<file path="config.mk">
export PLATFORM = sky130hd
export DESIGN_NAME = pidsc_mul
export DESIGN_NICKNAME = d
export VERILOG_FILES = /design/src/design/pidsc_mul.sv
export SDC_FILE = /design/constraint.sdc
export NUM_CORES = 2
export LEC_CHECK = 0
export ABC_AREA = 1
export BUFFER_PORTS_ARGS = -buffer_cell sky130_fd_sc_hd__buf_2
export CAP_MARGIN = 40
export CORE_MARGIN = 2
export CORE_UTILIZATION = 45
export DETAILED_ROUTE_END_ITERATION = 6
export HOLD_SLACK_MARGIN = 0.05
export MAX_ROUTING_LAYER = met4
export PLACE_DENSITY = 0.68
export SLEW_MARGIN = 20
export SYNTH_ARGS = -nofsm -noshare
export SYNTH_HDL_FRONTEND = slang
export SYNTH_SLANG_ARGS = --single-unit
</file>
<file path="constraint.sdc">
create_clock -name i_clk -period 9.36 [get_ports i_clk]
set_input_delay 0.936 -clock i_clk [delete_from_list [all_inputs] [get_ports i_clk]]
set_output_delay 0.936 -clock i_clk [all_outputs]
set_load 0.03 [all_outputs]
</file>
<file path="src/design/pidsc_mul.sv">
// Shared unsigned multiplier with a registered product.
// No package dependencies.
module pidsc_mul #(
    parameter int A_W = 32,
    parameter int B_W = 32
) (
    input  logic               i_clk,
    input  logic [A_W-1:0]     i_a,
    input  logic [B_W-1:0]     i_b,
    output logic [A_W+B_W-1:0] o_prod
);

    logic [A_W+B_W-1:0] r_prod;

    always_ff @(posedge i_clk) begin
        r_prod <= (A_W+B_W)'(i_a) * (A_W+B_W)'(i_b);
    end

    assign o_prod = r_prod;

endmodule

</file>
* After elaboration in Yosys (flattened, before gate mapping)
Index checks and enable logic that the tools add are counted.
Word-level totals: input bits 65, register bits after elaboration 64, logic and storage cells 2, output and inout port bits 64
Cells by class: multipliers 1
Operator list (number):
- 32-bit by 32-bit multiplier with 64-bit output | 1

* Depth between registers and ports, before layout
depth after elaboration 1, mapped depth 30, gate-level depth less buffers 29

* Worst setup path after synthesis
OpenSTA, ideal clock, no wires.
kind input-to-reg, start point input port i_a[25], end point register r_prod[60], in the netlist o_prod[60], setup slack 2.610 ns, arrival 6.638 ns, stages 26, required time 9.248 ns, cells stage by stage clkbuf_1 nand2_1 fa_1 inv_1 fa_1 inv_1 fa_1 inv_1 fa_1 fa_1 fa_1 fa_1 inv_1 fa_1 inv_1 ha_1 nand2_1 nand2_1 a21oi_1 nand2_1 nand2_1 nand2_1 a21oi_1 nand2_1 nand2_1 nand2_1
Between the ends: longest elaborated chain between the ends 1
RTL lines:
- start: declaration | RTL line 8 | input logic [A_W-1:0] i_a,
- 32-bit by 32-bit multiplier with 64-bit output | RTL line 16 | r_prod <= (A_W+B_W)'(i_a) * (A_W+B_W)'(i_b);
- end signal: assignment | RTL line 16
- end: declaration | RTL line 13 | logic [A_W+B_W-1:0] r_prod;
Every way passes these cells.

* Worst setup path after layout
start point input port i_b[8], end point register r_prod[53], in the netlist o_prod[53]
Between the ends: longest elaborated chain between the ends 1
RTL lines:
- start: declaration | RTL line 9 | input logic [B_W-1:0] i_b,
- 32-bit by 32-bit multiplier with 64-bit output | RTL line 16
Every way passes these cells.

==> reports/metrics.yaml <==
status:
  status: "complete, no violations"
setup_path:
  path_max_fanout: 32
  crit_path_frequent_cell: "fa_1"
  cpPeakStageDelay_ns: 0.60
  critPathLaunch: "i_b[8]"
  crit_path_end: "o_prod[53]"
  slowest_stage: "buf_2"
  cp.arrival_ns: 7.67
  end_kind: "register"
  crit_required_ns: 9.57
  critPathKind: "in2reg"
  cp-start-kind: "primary input"
clocking:
  h-tree-depth: 3
  cts_buffers: 9
  cts_hold_buf: 0
  clkTransAtPathRegs_ns: 0.07
  ctsResizeCount: 0
  clock_path_buffers: 2
  post-cts-setup-buffers: 0
  cts_tree: "built"
  cts-root-buf: "clkbuf_16"
  numClockSinks: 64
synth:
  synth.cell_area_sq_um: 37400
  synth-seq-cells: 64
  synth_edf_count: 0
  ys_warn_count: 0
  async_flop_share: 0
  syn_avg_cell_area_sq_um: 7.45
  synthCells: 5023
  ys.flop_type: "dfxtp_1"
  synthesis.nets: 6247
  seq_area_frac_synth: 0.0343
  synthDistinctLibCells: 23
grt:
  grt_overflow: 0
  track_usage: 0.249
  antenna_found_initial: 4
  grt_pass1_wl_microns: 163000
  first_global_vias: 31000
  grt_start_max_net_pins: 33
sta:
  setup_viol: 0
  final.min_clock_period_ns: 7.46
  hold_viol_final: 0
  setup-tns-final_ns: 0
  relSlewSlack: 0.417
  drv_slew: 0
  worstMarginPinSlew_ns: 0.875
  period_share: 0.797
  rsz0062_at_grt: "no"
  max_freq_mhz: 134
floorplan:
  rows: 105
  core_area_sq_um: 82200
  dieArea_sq_um: 85400
  die_height_microns: 292
  die_w_microns: 292
  initial_utilization: 0.455
  pin_count: 129
place:
  dp_hpwl_microns: 84300
  io_buffers: 128
  globalplace.congestion: 0.974
detailed_routing:
  drc: 0
  wl_microns: 98500
  drt.antenna.violating_nets: 0
  first_iter_violations: 1815
  vias: 29000
  drtPass1Iterations: 5
  wl_per_cell_microns: 16.3
  avgViaCountPerCell: 4.78
layout:
  fin_nets: 6206
  area_growth_pct: 4.45
  final_common_cell: "inv_1"
  layout-drive-gt1-share: 0.0441
  final_cell_mix: "inv_1, nand2_1, fa_1"
  largest_reg_flops: 64
flow_run:
  cap_violations: 0
min_path:
  worstHoldPathType: "in2reg"
synthesized netlist by cell type (6+ instances only):
cell,number,area (sq um)
inv_2,12,45.0
clkbuf_1,192,721
inv_1,1723,6470
nand2_2,15,93.8
nor3_1,11,55.1
ha_1,263,3290
nand3_2,9,90.1
nand2_1,1566,5880
dfxtp_1,64,1280
xor2_1,33,289
fa_1,896,17900
nand3_1,56,280
nor3_2,6,60.1
a21oi_1,43,215
nand4_1,16,100
nor2_2,14,87.6
nor2_4,6,67.6
o21bai_1,11,82.6
nor2_1,81,304
cells by family (layout without fill, tap and decap cells):
group                      count (synthesis)  in the layout  synth area share
DFF                                       64             64            0.0343
adders and majority gates               1159           1159             0.568
xor gates and xnor gates                  35             35           0.00820
other                                      0              4                 0
AOI/OAI and AO/OA                         57             57           0.00853
buffers and inverters                   1927           1891             0.193
and+or+nand+nor                         1781           1781             0.188
per-stage QoR:
stage           util  cell area (sq um)  cells  hold slack (ns)  worst slack (ns)
2_1_floorplan      -              37400   5023             1.03              2.61
4_1_cts        0.474              39000   6055             1.14              1.95
3_3_place_gp   0.471              38700   6039             1.37              1.61
6_report       0.475              39100   6061             1.16              1.90
5_1_grt        0.475              39100   6061             1.19              1.60
3_5_place_dp   0.471              38700   6039             1.37              1.59
critical path: cells and delay by family:
kind          cells  cell delay (ns)
fa+ha+maj         9             4.55
buf+inv           7             0.99
simple gates      9             1.13
final cells by class:
cell class              instances  area [sq um]
inverters                    1735          6510
clock inverters                 7          48.8
repair buffers                140           763
fillers                      8230         43200
diodes                          4          10.0
clock buffers                   9           225
well taps                    1070          1340
multi-input cells            3032         28900
flip-flops and latches         64          1280
per-layer routing:
layer | share of wire | vias to the layer above | global-route usage
met5 | 0 | - | -
met4 | 0.032 | 0 | 0.0749
met3 | 0.060 | 179 | 0.0253
met2 | 0.49 | 922 | 0.414
met1 | 0.42 | 14300 | 0.323
li1 | - | 13500 | -
how the worst min path moves through the flow:
| stage | from | to | depth (start not counted) |
|---|---|---|---|
| floorplan | i_b[0] | o_prod[0] | 2 |
| global placement | o_prod[15] | o_prod[15] | 1 |
| detailed placement | o_prod[8] | o_prod[8] | 1 |
| CTS | i_b[0] | o_prod[0] | 3 |
| global route | i_b[0] | o_prod[0] | 3 |
| finish | i_b[0] | o_prod[0] | 3 |
Power is left out: the tool's default activity adds up to more than one toggle a clock period on the data nets, which glitch-free logic cannot reach.
