[src/design/pidsc_pkg.sv]
// Package for the PID speed controller: shared widths, constants, reset values
// and the state types of the sequencer and the serial divider. No dependencies.
package pidsc_pkg;

    // Default values of the top-level parameters.
    localparam int SPEED_WIDTH_DEF   = 20;
    localparam int STEP_WIDTH_DEF    = 24;
    localparam int OUT_FRAC_BITS_DEF = 30;

    // Fixed formats.
    localparam int GAIN_W     = 32;
    localparam int DT_FRAC    = 24;
    localparam int GAIN_FRAC  = 32;
    localparam int DERIV_FRAC = 48;
    localparam int INTEG_W    = 40;
    localparam int DRIVE_W    = 32;

    // Term magnitudes saturate at 2^(TERM_W-1).
    localparam int TERM_W = 57;
    localparam logic [TERM_W-1:0] TERM_LIMIT = {1'b1, {(TERM_W-1){1'b0}}};

    // Quotient bits retired per divider cycle.
    localparam int DIV_BITS = 2;

    // Configuration register indexes.
    localparam int CFG_IDX_W = 2;
    localparam logic [CFG_IDX_W-1:0] CFG_GAIN_PROP  = 2'd0;
    localparam logic [CFG_IDX_W-1:0] CFG_GAIN_INTEG = 2'd1;
    localparam logic [CFG_IDX_W-1:0] CFG_GAIN_DERIV = 2'd2;

    localparam logic [GAIN_W-1:0] GAIN_PROP_RST  = 32'd4294967;
    localparam logic [GAIN_W-1:0] GAIN_INTEG_RST = 32'd17179869;
    localparam logic [GAIN_W-1:0] GAIN_DERIV_RST = 32'd2814750;

    typedef enum logic [3:0] {
        S_IDLE,
        S_LOAD,
        S_MUL_D,
        S_MUL_P,
        S_MUL_X,
        S_RND_P,
        S_MUL_IL,
        S_MUL_IH,
        S_ACC_I,
        S_RND_I,
        S_INTEG,
        S_PI,
        S_SUM
    } t_seq_state;

    typedef enum logic [1:0] {
        DIV_IDLE,
        DIV_RUN,
        DIV_FIN
    } t_div_state;

endpackage

[src/design/pidsc_div.sv]
// Serial restoring divider, DIV_BITS quotient bits per cycle, with
// round-half-up and saturation of the quotient. Depends on pidsc_pkg.
module pidsc_div #(
    parameter int NUM_W = 60,
    parameter int DEN_W = 24
) (
    input  logic                           i_clk,
    input  logic                           i_rst_n,
    input  logic                           i_start,
    input  logic [NUM_W-1:0]               i_num,
    input  logic [DEN_W-1:0]               i_den,
    output logic                           o_busy,
    output logic                           o_done,
    output logic [pidsc_pkg::TERM_W-1:0]   o_quot
);

    localparam int NUMP_W = ((NUM_W + pidsc_pkg::DIV_BITS - 1) / pidsc_pkg::DIV_BITS)
                            * pidsc_pkg::DIV_BITS;
    localparam int ITER   = NUMP_W / pidsc_pkg::DIV_BITS;
    localparam int CNT_W  = $clog2(ITER + 1);
    localparam int CMP_W  = (NUMP_W + 1 > pidsc_pkg::TERM_W) ? NUMP_W + 1 : pidsc_pkg::TERM_W;
    localparam logic [CMP_W-1:0] CMP_LIMIT = CMP_W'(pidsc_pkg::TERM_LIMIT);

    pidsc_pkg::t_div_state r_state, n_state;
    logic                          r_done, n_done;
    logic [NUMP_W-1:0]             r_num, n_num;
    logic [DEN_W-1:0]              r_den, n_den;
    logic [DEN_W-1:0]              r_rem, n_rem;
    logic [NUMP_W-1:0]             r_quot, n_quot;
    logic [CNT_W-1:0]              r_cnt, n_cnt;
    logic [pidsc_pkg::TERM_W-1:0]  r_result, n_result;

    logic [DEN_W:0]                t_trial;
    logic [DEN_W-1:0]              t_rem;
    logic [NUMP_W-1:0]             t_num;
    logic [NUMP_W-1:0]             t_quot;
    logic                          t_round;
    logic [CMP_W-1:0]              t_qr;

    always_ff @(posedge i_clk) begin
        if (!i_rst_n) begin
            r_state <= pidsc_pkg::DIV_IDLE;
            r_done  <= 1'b0;
        end else begin
            r_state <= n_state;
            r_done  <= n_done;
        end
    end

    always_ff @(posedge i_clk) begin
        r_num    <= n_num;
        r_den    <= n_den;
        r_rem    <= n_rem;
        r_quot   <= n_quot;
        r_cnt    <= n_cnt;
        r_result <= n_result;
    end

    always_comb begin
        n_state  = r_state;
        n_done   = 1'b0;
        n_num    = r_num;
        n_den    = r_den;
        n_rem    = r_rem;
        n_quot   = r_quot;
        n_cnt    = r_cnt;
        n_result = r_result;
        t_trial  = '0;
        t_rem    = r_rem;
        t_num    = r_num;
        t_quot   = r_quot;
        t_round  = 1'b0;
        t_qr     = '0;
        case (r_state)
            pidsc_pkg::DIV_IDLE: begin
                if (i_start) begin
                    n_num   = NUMP_W'(i_num);
                    n_den   = i_den;
                    n_rem   = '0;
                    n_quot  = '0;
                    n_cnt   = CNT_W'(ITER);
                    n_state = pidsc_pkg::DIV_RUN;
                end
            end
            pidsc_pkg::DIV_RUN: begin
                for (int k = 0; k < pidsc_pkg::DIV_BITS; k++) begin
                    t_trial = {t_rem, t_num[NUMP_W-1]};
                    t_num   = t_num << 1;
                    if (t_trial >= {1'b0, r_den}) begin
                        t_rem  = DEN_W'(t_trial - {1'b0, r_den});
                        t_quot = {t_quot[NUMP_W-2:0], 1'b1};
                    end else begin
                        t_rem  = t_trial[DEN_W-1:0];
                        t_quot = {t_quot[NUMP_W-2:0], 1'b0};
                    end
                end
                n_num  = t_num;
                n_rem  = t_rem;
                n_quot = t_quot;
                n_cnt  = r_cnt - CNT_W'(1);
                if (r_cnt == CNT_W'(1)) begin
                    n_state = pidsc_pkg::DIV_FIN;
                end
            end
            pidsc_pkg::DIV_FIN: begin
                // Round half up: the remainder is at least half the divisor.
                t_round  = ({r_rem, 1'b0} >= {1'b0, r_den});
                t_qr     = CMP_W'(r_quot) + CMP_W'(t_round);
                n_result = (t_qr > CMP_LIMIT) ? pidsc_pkg::TERM_LIMIT
                                              : pidsc_pkg::TERM_W'(t_qr);
                n_done   = 1'b1;
                n_state  = pidsc_pkg::DIV_IDLE;
            end
            default: begin
                n_state = pidsc_pkg::DIV_IDLE;
            end
        endcase
    end

    assign o_busy = (r_state != pidsc_pkg::DIV_IDLE);
    assign o_done = r_done;
    assign o_quot = r_result;

endmodule

[config.mk]
export PLATFORM = sky130hd
export DESIGN_NAME = pidsc_div
export DESIGN_NICKNAME = d
export VERILOG_FILES = /design/src/design/pidsc_pkg.sv /design/src/design/pidsc_div.sv
export SDC_FILE = /design/constraint.sdc
export NUM_CORES = 1
export LEC_CHECK = 0
export BUFFER_PORTS_ARGS = -buffer_cell sky130_fd_sc_hd__buf_2
export CORE_MARGIN = 2
export CORE_UTILIZATION = 28
export DETAILED_ROUTE_END_ITERATION = 8
export SLEW_MARGIN = 10
export SYNTH_ARGS = -nofsm -noshare
export SYNTH_HDL_FRONTEND = slang
export SYNTH_SLANG_ARGS = --single-unit
export TNS_END_PERCENT = 20
[constraint.sdc]
create_clock -name i_clk -period 16.3 [get_ports i_clk]
set_input_delay 1.63 -clock i_clk [delete_from_list [all_inputs] [get_ports i_clk]]
set_output_delay 1.63 -clock i_clk [all_outputs]
set_load 0.01 [all_outputs]
; ---- Word level (Yosys, flattened, before mapping)
; Index checks and enable logic that the tools add are counted.
[op_classes]
n_reduce_logical = 6
n_eq_ne = 5
n_mux = 17
n_addsub = 4
magnitude_cmp = 4
[op_table]
columns = op, count
row1 = 60-bit case mux with 2 select lines, 2
row2 = 60-bit 2-to-1 mux, 2
row3 = 24-bit 2-to-1 mux, 4
row4 = 25-bit by 24-bit >= comparator with 1-bit output, 3
row5 = 60-bit by 1-bit adder with 61-bit output, 1
row6 = 61-bit by 57-bit greater-than comparator with 1-bit output (second input constant), 1
row7 = 24-bit case mux with 2 select lines, 1
row8 = 24-bit subtractor, 2
row9 = 5-bit case mux with 2 select lines, 1
row10 = 2-bit AND reduction, 3
row11 = 5-bit by 1-bit equality test with 1-bit output (second input constant), 1
row12 = 5-bit 2-to-1 mux, 1
row13 = 5-bit by 1-bit subtractor with 5-bit output (second input constant), 1
row14 = 2-bit 2-to-1 mux, 2
row15 = 2-bit != test (second input constant), 2
row16 = 2-bit case mux with 2 select lines, 1
row17 = 2-bit nonzero test, 2
row18 = 1-bit 2-to-1 mux, 3
row19 = 2-bit by 1-bit equality test with 1-bit output (second input constant), 1
row20 = 2-bit equality test (second input constant), 1
row21 = 2-bit zero test, 1
[word_totals]
register_bits = 233
output_inout_bits = 59

; ---- Longest topological paths before layout
; Gate-level depths: netlist (run 1).
[depth]
word_depth = 6
ltp_mapped = 25
mapped_depth_nobuf = 22

; ---- Worst setup path before layout (run 1)
; No wires, ideal clock.
[synth_path]
kind = input-to-reg
from = in i_start
to = reg r_cnt[0] (enable)
slack_ps = 3372
arrival_ps = 12064
t_required_ps = 15436
setup_ps = 864
n_path_buf = 0
stages = 2
path_cell_list = inv_1 -> o21ai_0
[synth_via]
elab_chain_cells = 2
[synth_rtl]
columns = item, line_no
row1 = start: declaration, pidsc_div.sv:9  ; input logic i_start,
row2 = 2-bit != test (no line), n/a
row3 = 2-bit AND reduction (no line), n/a
row4 = end signal: assignment, pidsc_div.sv:55  ; r_cnt <= n_cnt;
row5 = end: declaration, pidsc_div.sv:30  ; logic [CNT_W-1:0] r_cnt, n_cnt;
; Every way passes these cells.
; A chain may end at the register's enable or synchronous reset.

; ---- Final worst setup path (run 1)
[layout_path]
from = reg r_den[1]
to = reg r_rem[21], data pin
[layout_via]
elab_chain_cells = 6
[layout_rtl]
columns = item, line_no
row1 = start: declaration, pidsc_div.sv:27  ; logic [DEN_W-1:0] r_den, n_den;
row2 = start signal: assignment, pidsc_div.sv:52  ; r_den <= n_den;
row3 = 24-bit subtractor / 25-bit by 24-bit >= comparator with 1-bit output (equally long branches), "pidsc_div.sv:90, pidsc_div.sv:89"
row4 = 24-bit 2-to-1 mux, pidsc_div.sv:89  ; if (t_trial >= {1'b0, r_den}) begin
row5 = 24-bit 2-to-1 mux, pidsc_div.sv:74  ; case (r_state)
row6 = 24-bit subtractor / 25-bit by 24-bit >= comparator with 1-bit output (equally long branches), "pidsc_div.sv:90, pidsc_div.sv:89"
row7 = 24-bit 2-to-1 mux (*), pidsc_div.sv:89
row8 = 24-bit case mux with 2 select lines (*), pidsc_div.sv:74
row9 = end signal: assignment, pidsc_div.sv:53  ; r_rem <= n_rem;
row10 = end: declaration, pidsc_div.sv:28  ; logic [DEN_W-1:0] r_rem, n_rem;
; Every way passes the cells marked *; elsewhere a longest branch is shown, timed or not. The select of a mux whose other input is x is not followed.

==> results of run 1 <==
worst max-delay path: cells and delay by family (launching register included):
| kind | cells | cell delay [ns] |
|---|---|---|
| buffers and inverters | 3 | 1.01 |
| flip-flops | 1 | 0.35 |
| AND/OR/NAND/NOR | 4 | 0.95 |
| AO/OA/AOI/OAI | 11 | 2.85 |
| adder cells (fa/ha/maj) | 2 | 0.63 |
| multiplexers | 2 | 0.68 |
per-layer routing:
metal,track usage,share of wire,up-vias
li1,-,-,4909
met3,0.02295,0.045,52
met1,0.1609,0.46,4647
met2,0.2036,0.47,227
met4,0.03760,0.026,2
met5,0,0.00022,-
power groups by stage:
stage	sequential (mW)	clock [mW]	combinational, mW
floorplan	0.813	0	1.02
global placement	0.821	0	1.22
detailed placement	0.822	0	1.25
CTS	0.811	0.622	1.26
global route	0.820	0.641	1.41
finish	0.811	0.595	1.26
area by class of cell:
type	instances	share of cell area
clock buffers	34	0.04557
multi-input cells	976	0.3978
well taps	622	0.04904
clock inverters	18	0.008909
repair buffers	154	0.04998
flip-flops and latches	233	0.4390
inverters	41	0.009697
kinds of logic (layout without fill, tap and decap cells):
family	after synthesis	in the layout	share of synthesized area
multiplexers	34	34	0.02554
buffers and inverters	101	247	0.03475
AND/OR/NAND/NOR	604	604	0.2314
flip-flops	233	233	0.5078
adder cells (fa/ha/maj)	54	54	0.05034
AO/OA/AOI/OAI	183	183	0.08573
XOR/XNOR	101	101	0.06448
synthesized netlist by cell type, types with 37 or more instances:
library cell	count
a21oi_1	46
and2_1	65
clkbuf_1	37
edfxtp_1	230
ha_1	52
inv_1	41
nand2_1	241
nand3_1	40
nor2_1	86
o21ai_0	48
xnor2_1	54
xor2_1	47
registers in the layout, summed over array words and instances (netlist names):
signal	cells
r_cnt	5
r_quot	60
o_quot	57
r_den	24
r_num	60
r_state	2
o_done	1
r_rem	24
how the worst min path moves through the flow:
stage / from / to / slack, ns
after floorplan: r_num[8] / r_num[10] / 0.48
after global placement: r_num[39] / r_num[41] / 0.49
after detailed placement: r_num[34] / r_num[36] / 0.49
after CTS: r_num[35] / r_num[37] / 0.51
after global routing: r_num[35] / r_num[37] / 0.52
final: r_num[35] / r_num[37] / 0.51
==> summary.txt, run 1 <==
STA
  – Setup TNS: 0 ns
  – RSZ-0062 raised after global routing: false
  – Slew @ Worst Pin: 1.063 ns
  – Relative slew slack: 0.2911
  – Final hold slack: 0.5055 ns
  – Fmax: 0.1477 GHz
  – Final setup vio count: 0
  – Final setup margin: 9.530 ns
  – Tcrit/Tclk final: 0.4153
  – Fin. max-slew vios: 0
  – Layout Skew: 0.01616 ns
  – Final Critical Period: 6.770 ns
  – Endpoints failing hold: 0

Clock tree
  – Htree depth: 1
  – Clk buf depth: 3
  – Worst-path clk slew: 0.06 ns
  – Setup Buffers After CTS: 0
  – Clk Latency, worst-skew pair: 0.57 ns
  – TritonCTS clock tree: built
  – Hold-fix buffers, CTS: 0
  – CTS buffer count: 28
  – Root Buffer: clkbuf_16
  – Post-cts resize count: 0
  – CTS Sinks: 233

Power and ir drop
  – Sw Ratio: 0.3895
  – Flop pwr share: 0.304
  – Worst VDD drop: 0.1220 mV
  – PwrDens: 168.2 mW/mm^2
  – Total power draw: 2.670 mW
  – Clock Power Share: 0.223
  – NetSw: 1.040 mW
  – Comb power frac: 0.474
  – Leakage power total: 6.187 nW
  – Int Pwr: 1.630 mW

Placement
  – Pre-CTS setup slack: 9.547 ns
  – RePlAce Congestion: 0.8777
  – Placement Cell Area: 0.01501 sq mm
  – Dpl cells: 2,026
  – Half-perimeter wire length after placement: 22,140 um
  – Port Buffers: 145

Detailed routing
  – Drt initial violations: 647
  – Post-DR vias/cell: 4.734
  – DRT Pass-1 Iters: 4
  – Final wirelength: 31,610 um
  – Routed Antenna Nets: 0
  – DR WL/cell: 15.21 um
  – Vias: 9,837
  – DRC: 0

Floorplan
  – Row cnt: 81
  – Die H: 225.4 um
  – Die area: 0.05078 sq mm
  – DIE WIDTH: 225.4 um
  – Io pins: 146
  – Core Footprint: 0.04865 sq mm
  – Initial core utilization: 0.2820

Critical path
  – Cells along the critical path: inv_1 > ha_1 > nor2b_1 > o2111a_1 > a2111oi_1 > o21ai_0 > a31oi_1 > o21a_1 > buf_4 > mux2_2 > ha_1 > o21a_1 > o31a_1 > o41a_1 > nor4b_1 > o31a_1 > o21ai_1 > o2111a_1 > nor4_4 > buf_4 > mux2i_1 > nor2_1
  – RR Startpoint: r_den[1]
  – Kind of critical path: reg2reg
  – Arrival time at the worst endpoint: 7.05 ns
  – CP endpoint: r_rem[21]
  – Max Fanout on Critical Path: 46
  – Register-to-register path setup slack: 9.53 ns
  – R2r endpoint: r_rem[21]
  – Worst r2r path cells: 22
  – Setup crit start kind: flip-flop
  – Max incr delay on CP: 0.54 ns
  – CP max-delay cell: a2111oi_1
  – Crit end category: flip-flop
  – Worst Setup SP: r_den[1]
  – Worst endpoint required time: 16.58 ns

Yosys
  – Sequential area share after synthesis: 0.5078
  – Top-area cell type share of the netlist area: 0.5034
  – Mapped cell area: 0.01372 sq mm
  – Number of enable flip-flop cells after synthesis: 230
  – Primary FF master, synth: edfxtp_1
  – Synth Instances: 1,310
  – Distinct cells, synth: 72
  – Async S/R FF share, synth: 0
  – Main area contributors after synthesis: edfxtp_1 50%, nand2_1 6.6%, ha_1 4.7%, xnor2_1 3.4%, xor2_1 3.0%
  – Yosys reg bits: 233
  – Synthesized area per cell: 10.47 sq um
  – Cell taking the most area after synthesis: edfxtp_1
  – Post-Syn Nets: 1,451
  – Synth warnings: 0

Global route
  – Largest net degree at the start of global routing: 89
  – Global route overflow: 0
  – Vias in the first global route: 9,582
  – GRT Util Overall: 0.1223
  – Initial antenna violation count: 1
  – First-pass GRT wire length: 50,220 um

Layout
  – Post-synthesis to final-layout area growth: 15.68%
  – Commonest non-fill, non-tap cell in the layout: nand2_1
  – Final Non-Filler Cells: 2,078
  – Post-layout instance area: 0.01587 sq mm
  – Final nets: 1,575
  – FILL cells: 4,976
  – Layout cell share with drive strength beyond 1: 0.1779
  – Area of the multi-input gates: 0.006314 sq mm
  – Register area: 0.006967 sq mm
  – Fin util: 0.3262
  – # diodes: 0
  – Commonest cells after routing, fill and taps aside: 241 x nand2_1, 230 x edfxtp_1, 145 x buf_2, 85 x nor2_1, 65 x and2_1

Hold path
  – Hold Path Stages: 2
  – HP Class: reg2reg

Run
  – Max Cap Viol: 0

Outcome
  – Status: completed
Power figures use the tool's default switching activity.
==> run 2, diff against run 1 <==
==> constraint.sdc (replaced) <==
create_clock -name i_clk -period 7 [get_ports i_clk]
set_input_delay 0.7 -clock i_clk [delete_from_list [all_inputs] [get_ports i_clk]]
set_output_delay 0.7 -clock i_clk [all_outputs]
set_load 0.01 [all_outputs]
==> run 2 against run 1 <==
Setup slack worse by 9.0 ns; maximum frequency is 5.4% higher; largest power group unchanged; hold slack worse by 0.19 ns; register-to-register slack worse by 9.0 ns; total power is 130% higher; sequential share of layout area is 0.17 points lower; combinational power is 130% higher; largest cell class unchanged; sequential power is 130% higher; final area is 0.38% higher.
==> summary.txt, run 2 (same netlist as run 1, synthesis figures left out) <==
Floorplan
  – Io pins: 146
  – Die area: 0.05078 sq mm
  – Die H: 225.4 um
  – Core Footprint: 0.04865 sq mm
  – Initial core utilization: 0.2820
  – Row cnt: 81
  – DIE WIDTH: 225.4 um

Clock tree
  – Htree depth: 1
  – Root Buffer: clkbuf_16
  – Clk Latency, worst-skew pair: 0.58 ns
  – Clk buf depth: 3
  – Worst-path clk slew: 0.06 ns
  – TritonCTS clock tree: built
  – CTS buffer count: 28
  – CTS Sinks: 233
  – Setup Buffers After CTS: 0

Global route
  – GRT Util Overall: 0.1251
  – Global route overflow: 0
  – First-pass GRT wire length: 50,980 um
  – Largest net degree at the start of global routing: 87
  – Vias in the first global route: 9,613
  – Initial antenna violation count: 1

Critical path
  – Max Fanout on Critical Path: 18
  – Worst Setup SP: r_den[1]
  – Kind of critical path: reg2reg
  – Arrival time at the worst endpoint: 6.70 ns
  – Register-to-register path setup slack: 0.57 ns
  – Crit end category: flip-flop
  – RR Startpoint: r_den[1]
  – Setup crit start kind: flip-flop
  – Worst endpoint required time: 7.27 ns

STA
  – Final Critical Period: 6.425 ns
  – Layout Skew: 0.02720 ns
  – Slew @ Worst Pin: 1.138 ns
  – RSZ-0062 raised after global routing: false
  – Tcrit/Tclk final: 0.9179
  – Fmax: 0.1556 GHz
  – Final setup vio count: 0
  – Fin. max-slew vios: 0
  – Setup TNS: 0 ns
  – Endpoints failing hold: 0
  – Relative slew slack: 0.2397
  – Final hold slack: 0.3167 ns

Layout
  – Final nets: 1,578
  – Commonest non-fill, non-tap cell in the layout: nand2_1
  – Layout cell share with drive strength beyond 1: 0.1851
  – # diodes: 0
  – Area of the multi-input gates: 0.006320 sq mm
  – Post-synthesis to final-layout area growth: 16.12%
  – Fin util: 0.3275
  – Register area: 0.006967 sq mm
  – Commonest cells after routing, fill and taps aside: 241 x nand2_1, 230 x edfxtp_1, 145 x buf_2, 85 x nor2_1, 65 x and2_1
  – FILL cells: 5,002

Detailed routing
  – DR WL/cell: 15.58 um
  – DRC: 0
  – Drt initial violations: 617
  – DRT Pass-1 Iters: 4
  – Routed Antenna Nets: 0
  – Post-DR vias/cell: 4.745
  – Vias: 9,875
  – Final wirelength: 32,420 um

Placement
  – RePlAce Congestion: 0.8608
  – Half-perimeter wire length after placement: 22,850 um
  – Port Buffers: 145

Outcome
  – Status: completed

Run
  – Max Cap Viol: 0

Hold path
  – HP Class: in2reg
  – Worst Min Path Start: i_den[11]

Power and ir drop
  – PwrDens: 393.4 mW/mm^2
  – Leakage power total: 6.237 nW
  – Worst VDD drop: 0.2641 mV
[run 2: cell count changes in the layout (fill, tap and decap cells not counted), moves of 2 or more]
cell,before,now
clkinv_2,4,11
clkbuf_1,6,1
clkinv_1,5,3
buf_4,9,12
[run 2: path summary, 6_finish.rpt]
path	endpoint	depth (start not counted)
hold / removal	r_den[11]	1
hold reg to reg	r_num[47]	2
setup / recovery	r_rem[2]	22
setup reg to reg	r_rem[2]	22
[run 2: critical path, stage by stage (launching register included)]
cell and delay, ns:
edfxtp_1 0.37, inv_1 0.19, ha_1 0.28, nor2b_1 0.16
o2111a_1 0.24, a2111oi_1 0.53, o21ai_0 0.28, a31oi_1 0.21
o21a_1 0.25, buf_4 0.26, o21ai_0 0.22, ha_1 0.37
o21a_1 0.12, o31a_1 0.14, o41a_1 0.39, nor4b_2 0.34
o31a_1 0.35, o21ai_1 0.15, o2111a_1 0.30, nor4_4 0.31
buf_4 0.33, mux2i_1 0.26, nor2_1 0.06
[run 2: power by group]
group          switching [mW]  internal, mW
combinational            1.68          1.28
clock                   0.611         0.808
sequential              0.124          1.77
total                    2.42          3.85
[run 2: routing by layer]
metal  global-route usage  wire (um)
met4              0.03397        788
met2               0.2076      15220
met1               0.1672      14970
met3              0.02269       1441
met5                    0          7
[run 2: metrics by stage]
| stage | instance area (sq um) | setup WS (ns) | total power [mW] | instances |
|---|---|---|---|---|
| after CTS | 15920 | 0.4874 | 6.295 | 2081 |
| after floorplan | 13720 | 0.8434 | 4.236 | 1310 |
| after global placement | 15030 | 0.7066 | 4.771 | 2029 |
| after global routing | 15930 | 0.03073 | 6.717 | 2081 |
| final | 15930 | 0.5750 | 6.266 | 2081 |
| after detailed placement | 15030 | 0.5296 | 4.840 | 2029 |
[run 2: repair_timing]
action | 4_1_cts | 5_1_grt
resized for setup | 0 | 1
hold buffers | 0 | 0
endpoints found under the setup margin | 0 | 23
[run 2: cell type report]
cell class,count,share of cell area
multi-input cells,976,0.3967
clock inverters,23,0.01202
flip-flops and latches,233,0.4373
repair buffers,157,0.05121
inverters,41,0.009661
clock buffers,29,0.04422
well taps,622,0.04885
==> run 3, diff against run 2 <==
--- a/config.mk
+++ b/config.mk
@@ -6,7 +6,7 @@
 export NUM_CORES = 1
 export LEC_CHECK = 0
 export BUFFER_PORTS_ARGS = -buffer_cell sky130_fd_sc_hd__buf_2
-export CORE_MARGIN = 2
+export CORE_MARGIN = 5
 export CORE_UTILIZATION = 28
 export DETAILED_ROUTE_END_ITERATION = 8
 export SLEW_MARGIN = 10
==> run 3 against run 2 <==
Final cell count up 2.0%; first-iteration DRC count grew 9.4%; register-to-register slack gained 0.08 ns; critical path depth stayed put; final area grew 0.52%; core utilization rose by 0.10 points; maximum frequency up 1.3%; flip-flop and latch count stayed put; via count up 0.28%; sequential share of layout area down 0.23 points; critical path type unchanged; largest power group unchanged; highest routed layer is now met4.
==> summary.txt, run 3 (same netlist as run 1, synthesis figures left out) <==
Global route
  – M1 GR Usage: 0.1579
  – Grt met2 use: 0.1906
  – Met3 Resource Use GR: 0.02254
  – GRT busiest layer: met2
  – Vias in the first global route: 9,730
  – Largest net degree at the start of global routing: 74
  – Initial antenna violation count: 1
  – GRT Util Overall: 0.1161
  – First-pass GRT wire length: 51,380 um
  – Global route overflow: 0

Clock tree
  – CTS buffer count: 28
  – TritonCTS clock tree: built
  – CTS Sinks: 233
  – Worst-path clk slew: 0.06 ns
  – Hold-fix buffers, CTS: 0
  – Clk buf depth: 3
  – Root Buffer: clkbuf_16
  – Setup Buffers After CTS: 0
  – Clk Latency, worst-skew pair: 0.55 ns
  – Htree depth: 1
  – Post-cts resize count: 0

Hold path
  – Hold Crit Endpoint: r_den[3]
  – Hold Path Stages: 1
  – Worst Min Path Start: i_den[3]
  – HP Class: in2reg

Critical path
  – Worst r2r path cells: 22
  – Max incr delay on CP: 0.52 ns
  – Crit end category: flip-flop
  – R2r endpoint: r_rem[12]
  – CP max-delay cell: a2111oi_1
  – RR Startpoint: r_den[1]
  – Top cell family by delay on the critical path: compound AO/OA/AOI/OAI gates
  – Max Fanout on Critical Path: 18
  – Setup crit start kind: flip-flop
  – Register-to-register path setup slack: 0.66 ns
  – Cells along the critical path: inv_1 > ha_1 > nor2b_1 > o2111a_1 > a2111oi_1 > o21ai_0 > a31oi_1 > o21a_1 > buf_4 > mux2_2 > ha_1 > nor3_1 > nor2_1 > o41a_1 > nor4b_1 > o31a_1 > o21ai_1 > o2111a_1 > nor4_4 > buf_4 > mux2i_1 > nor2_1
  – Kind of critical path: reg2reg
  – Arrival time at the worst endpoint: 6.62 ns
  – Worst endpoint required time: 7.28 ns
  – Sum of buffers and inverters on the critical path: 3
  – Worst Setup SP: r_den[1]

Layout
  – Final Non-Filler Cells: 2,123
  – Layout cell share with drive strength beyond 1: 0.1776
  – Fin util: 0.3285
  – Post-synthesis to final-layout area growth: 16.72%
  – Register area: 0.006967 sq mm
  – Final nets: 1,578
  – Area of the multi-input gates: 0.006314 sq mm
  – FILL cells: 4,971
  – Commonest cells after routing, fill and taps aside: 241 x nand2_1, 230 x edfxtp_1, 145 x buf_2, 85 x nor2_1, 65 x and2_1
  – Commonest non-fill, non-tap cell in the layout: nand2_1

STA
  – Layout Skew: 0.01210 ns
  – Slew @ Worst Pin: 1.026 ns
  – Endpoints failing hold: 0
  – Fmax: 0.1576 GHz
  – Relative slew slack: 0.3149
  – Final Critical Period: 6.344 ns
  – Tcrit/Tclk final: 0.9063
  – Final setup vio count: 0
  – RSZ-0062 raised after global routing: false
  – Final setup margin: 0.6557 ns
  – Setup TNS: 0 ns
  – Fin. max-slew vios: 0

Run
  – Max Cap Viol: 0

Power and ir drop
  – Leakage power total: 6.240 nW
  – Total power draw: 6.299 mW
  – PwrDens: 393.3 mW/mm^2
  – Worst VDD drop: 0.2621 mV

Floorplan
  – Io pins: 146
  – Initial core utilization: 0.2814
  – Core Footprint: 0.04875 sq mm
  – DIE WIDTH: 231.4 um
  – Die area: 0.05353 sq mm
  – Die H: 231.4 um
  – Row cnt: 81

Placement
  – Dpl cells: 2,071
  – RePlAce Congestion: 0.8829
  – Port Buffers: 145
  – Pre-CTS setup slack: 0.6600 ns
  – Half-perimeter wire length after placement: 23,070 um

Detailed routing
  – DRT Pass-1 Iters: 5
  – Post-DR vias/cell: 4.665
  – Routed Antenna Nets: 0
  – Final wirelength: 32,300 um
  – Drt initial violations: 675
  – DRC: 0
  – Vias: 9,903
  – DR WL/cell: 15.21 um

Outcome
  – Status: completed
-- run 3: cell types whose count changed in the layout (fill, tap and decap cells not counted), moves of 2 or more --
cell	change
clkinvlp_4	-2
clkinv_4	-2
bufinv_16	+2
clkinv_2	-8
clkbuf_1	+5
clkinv_1	+4
-- run 3: layer usage --
metal,share of wire,vias up
met4,0.025,0
met2,0.46,242
met5,0,-
met1,0.46,4688
li1,-,4928
met3,0.052,45
-- run 3: worst register-to-register path: cells and delay by family, from the launching register on --
| family | cells | cell delay (ns) |
|---|---|---|
| AO/OA/AOI/OAI | 9 | 2.41 |
| adder cells (fa/ha/maj) | 2 | 0.65 |
| AND/OR/NAND/NOR | 6 | 1.26 |
| buffers and inverters | 3 | 0.76 |
| multiplexers | 2 | 0.62 |
| flip-flops | 1 | 0.36 |
-- run 3: layout make-up --
class / instances / area share
Clock buffer: 34 / 0.04516
Tap cell: 664 / 0.05188
Multi-Input combinational cell: 976 / 0.3943
Sequential cell: 233 / 0.4351
Inverter: 41 / 0.009611
Antenna cell: 1 / 0.0001563
Timing Repair Buffer: 157 / 0.05173
Clock inverter: 17 / 0.01211
-- run 3: power breakdown --
| group | internal [mW] | switching, mW |
|---|---|---|
| Combinational | 1.27 | 1.67 |
| Clock | 0.880 | 0.589 |
| Sequential | 1.77 | 0.123 |
-- run 3: how the worst max path moves through the flow --
stage / end / slack (ns) / cells after the start
after global placement: r_rem[2] / 0.87 / 23
after global routing: r_rem[9] / 0.16 / 22
after CTS: r_rem[1] / 0.63 / 22
final: r_rem[12] / 0.66 / 22
after detailed placement: r_rem[1] / 0.66 / 23
after floorplan: r_rem[16] / 0.84 / 23
-- run 3: through the flow --
stage                     hold slack [ns]  area [sq um]
after floorplan                    0.4836         13720
final                              0.3230         16010
after CTS                          0.2824         16010
after global routing               0.2918         16010
after global placement             0.4857         15090
after detailed placement           0.4923         15090
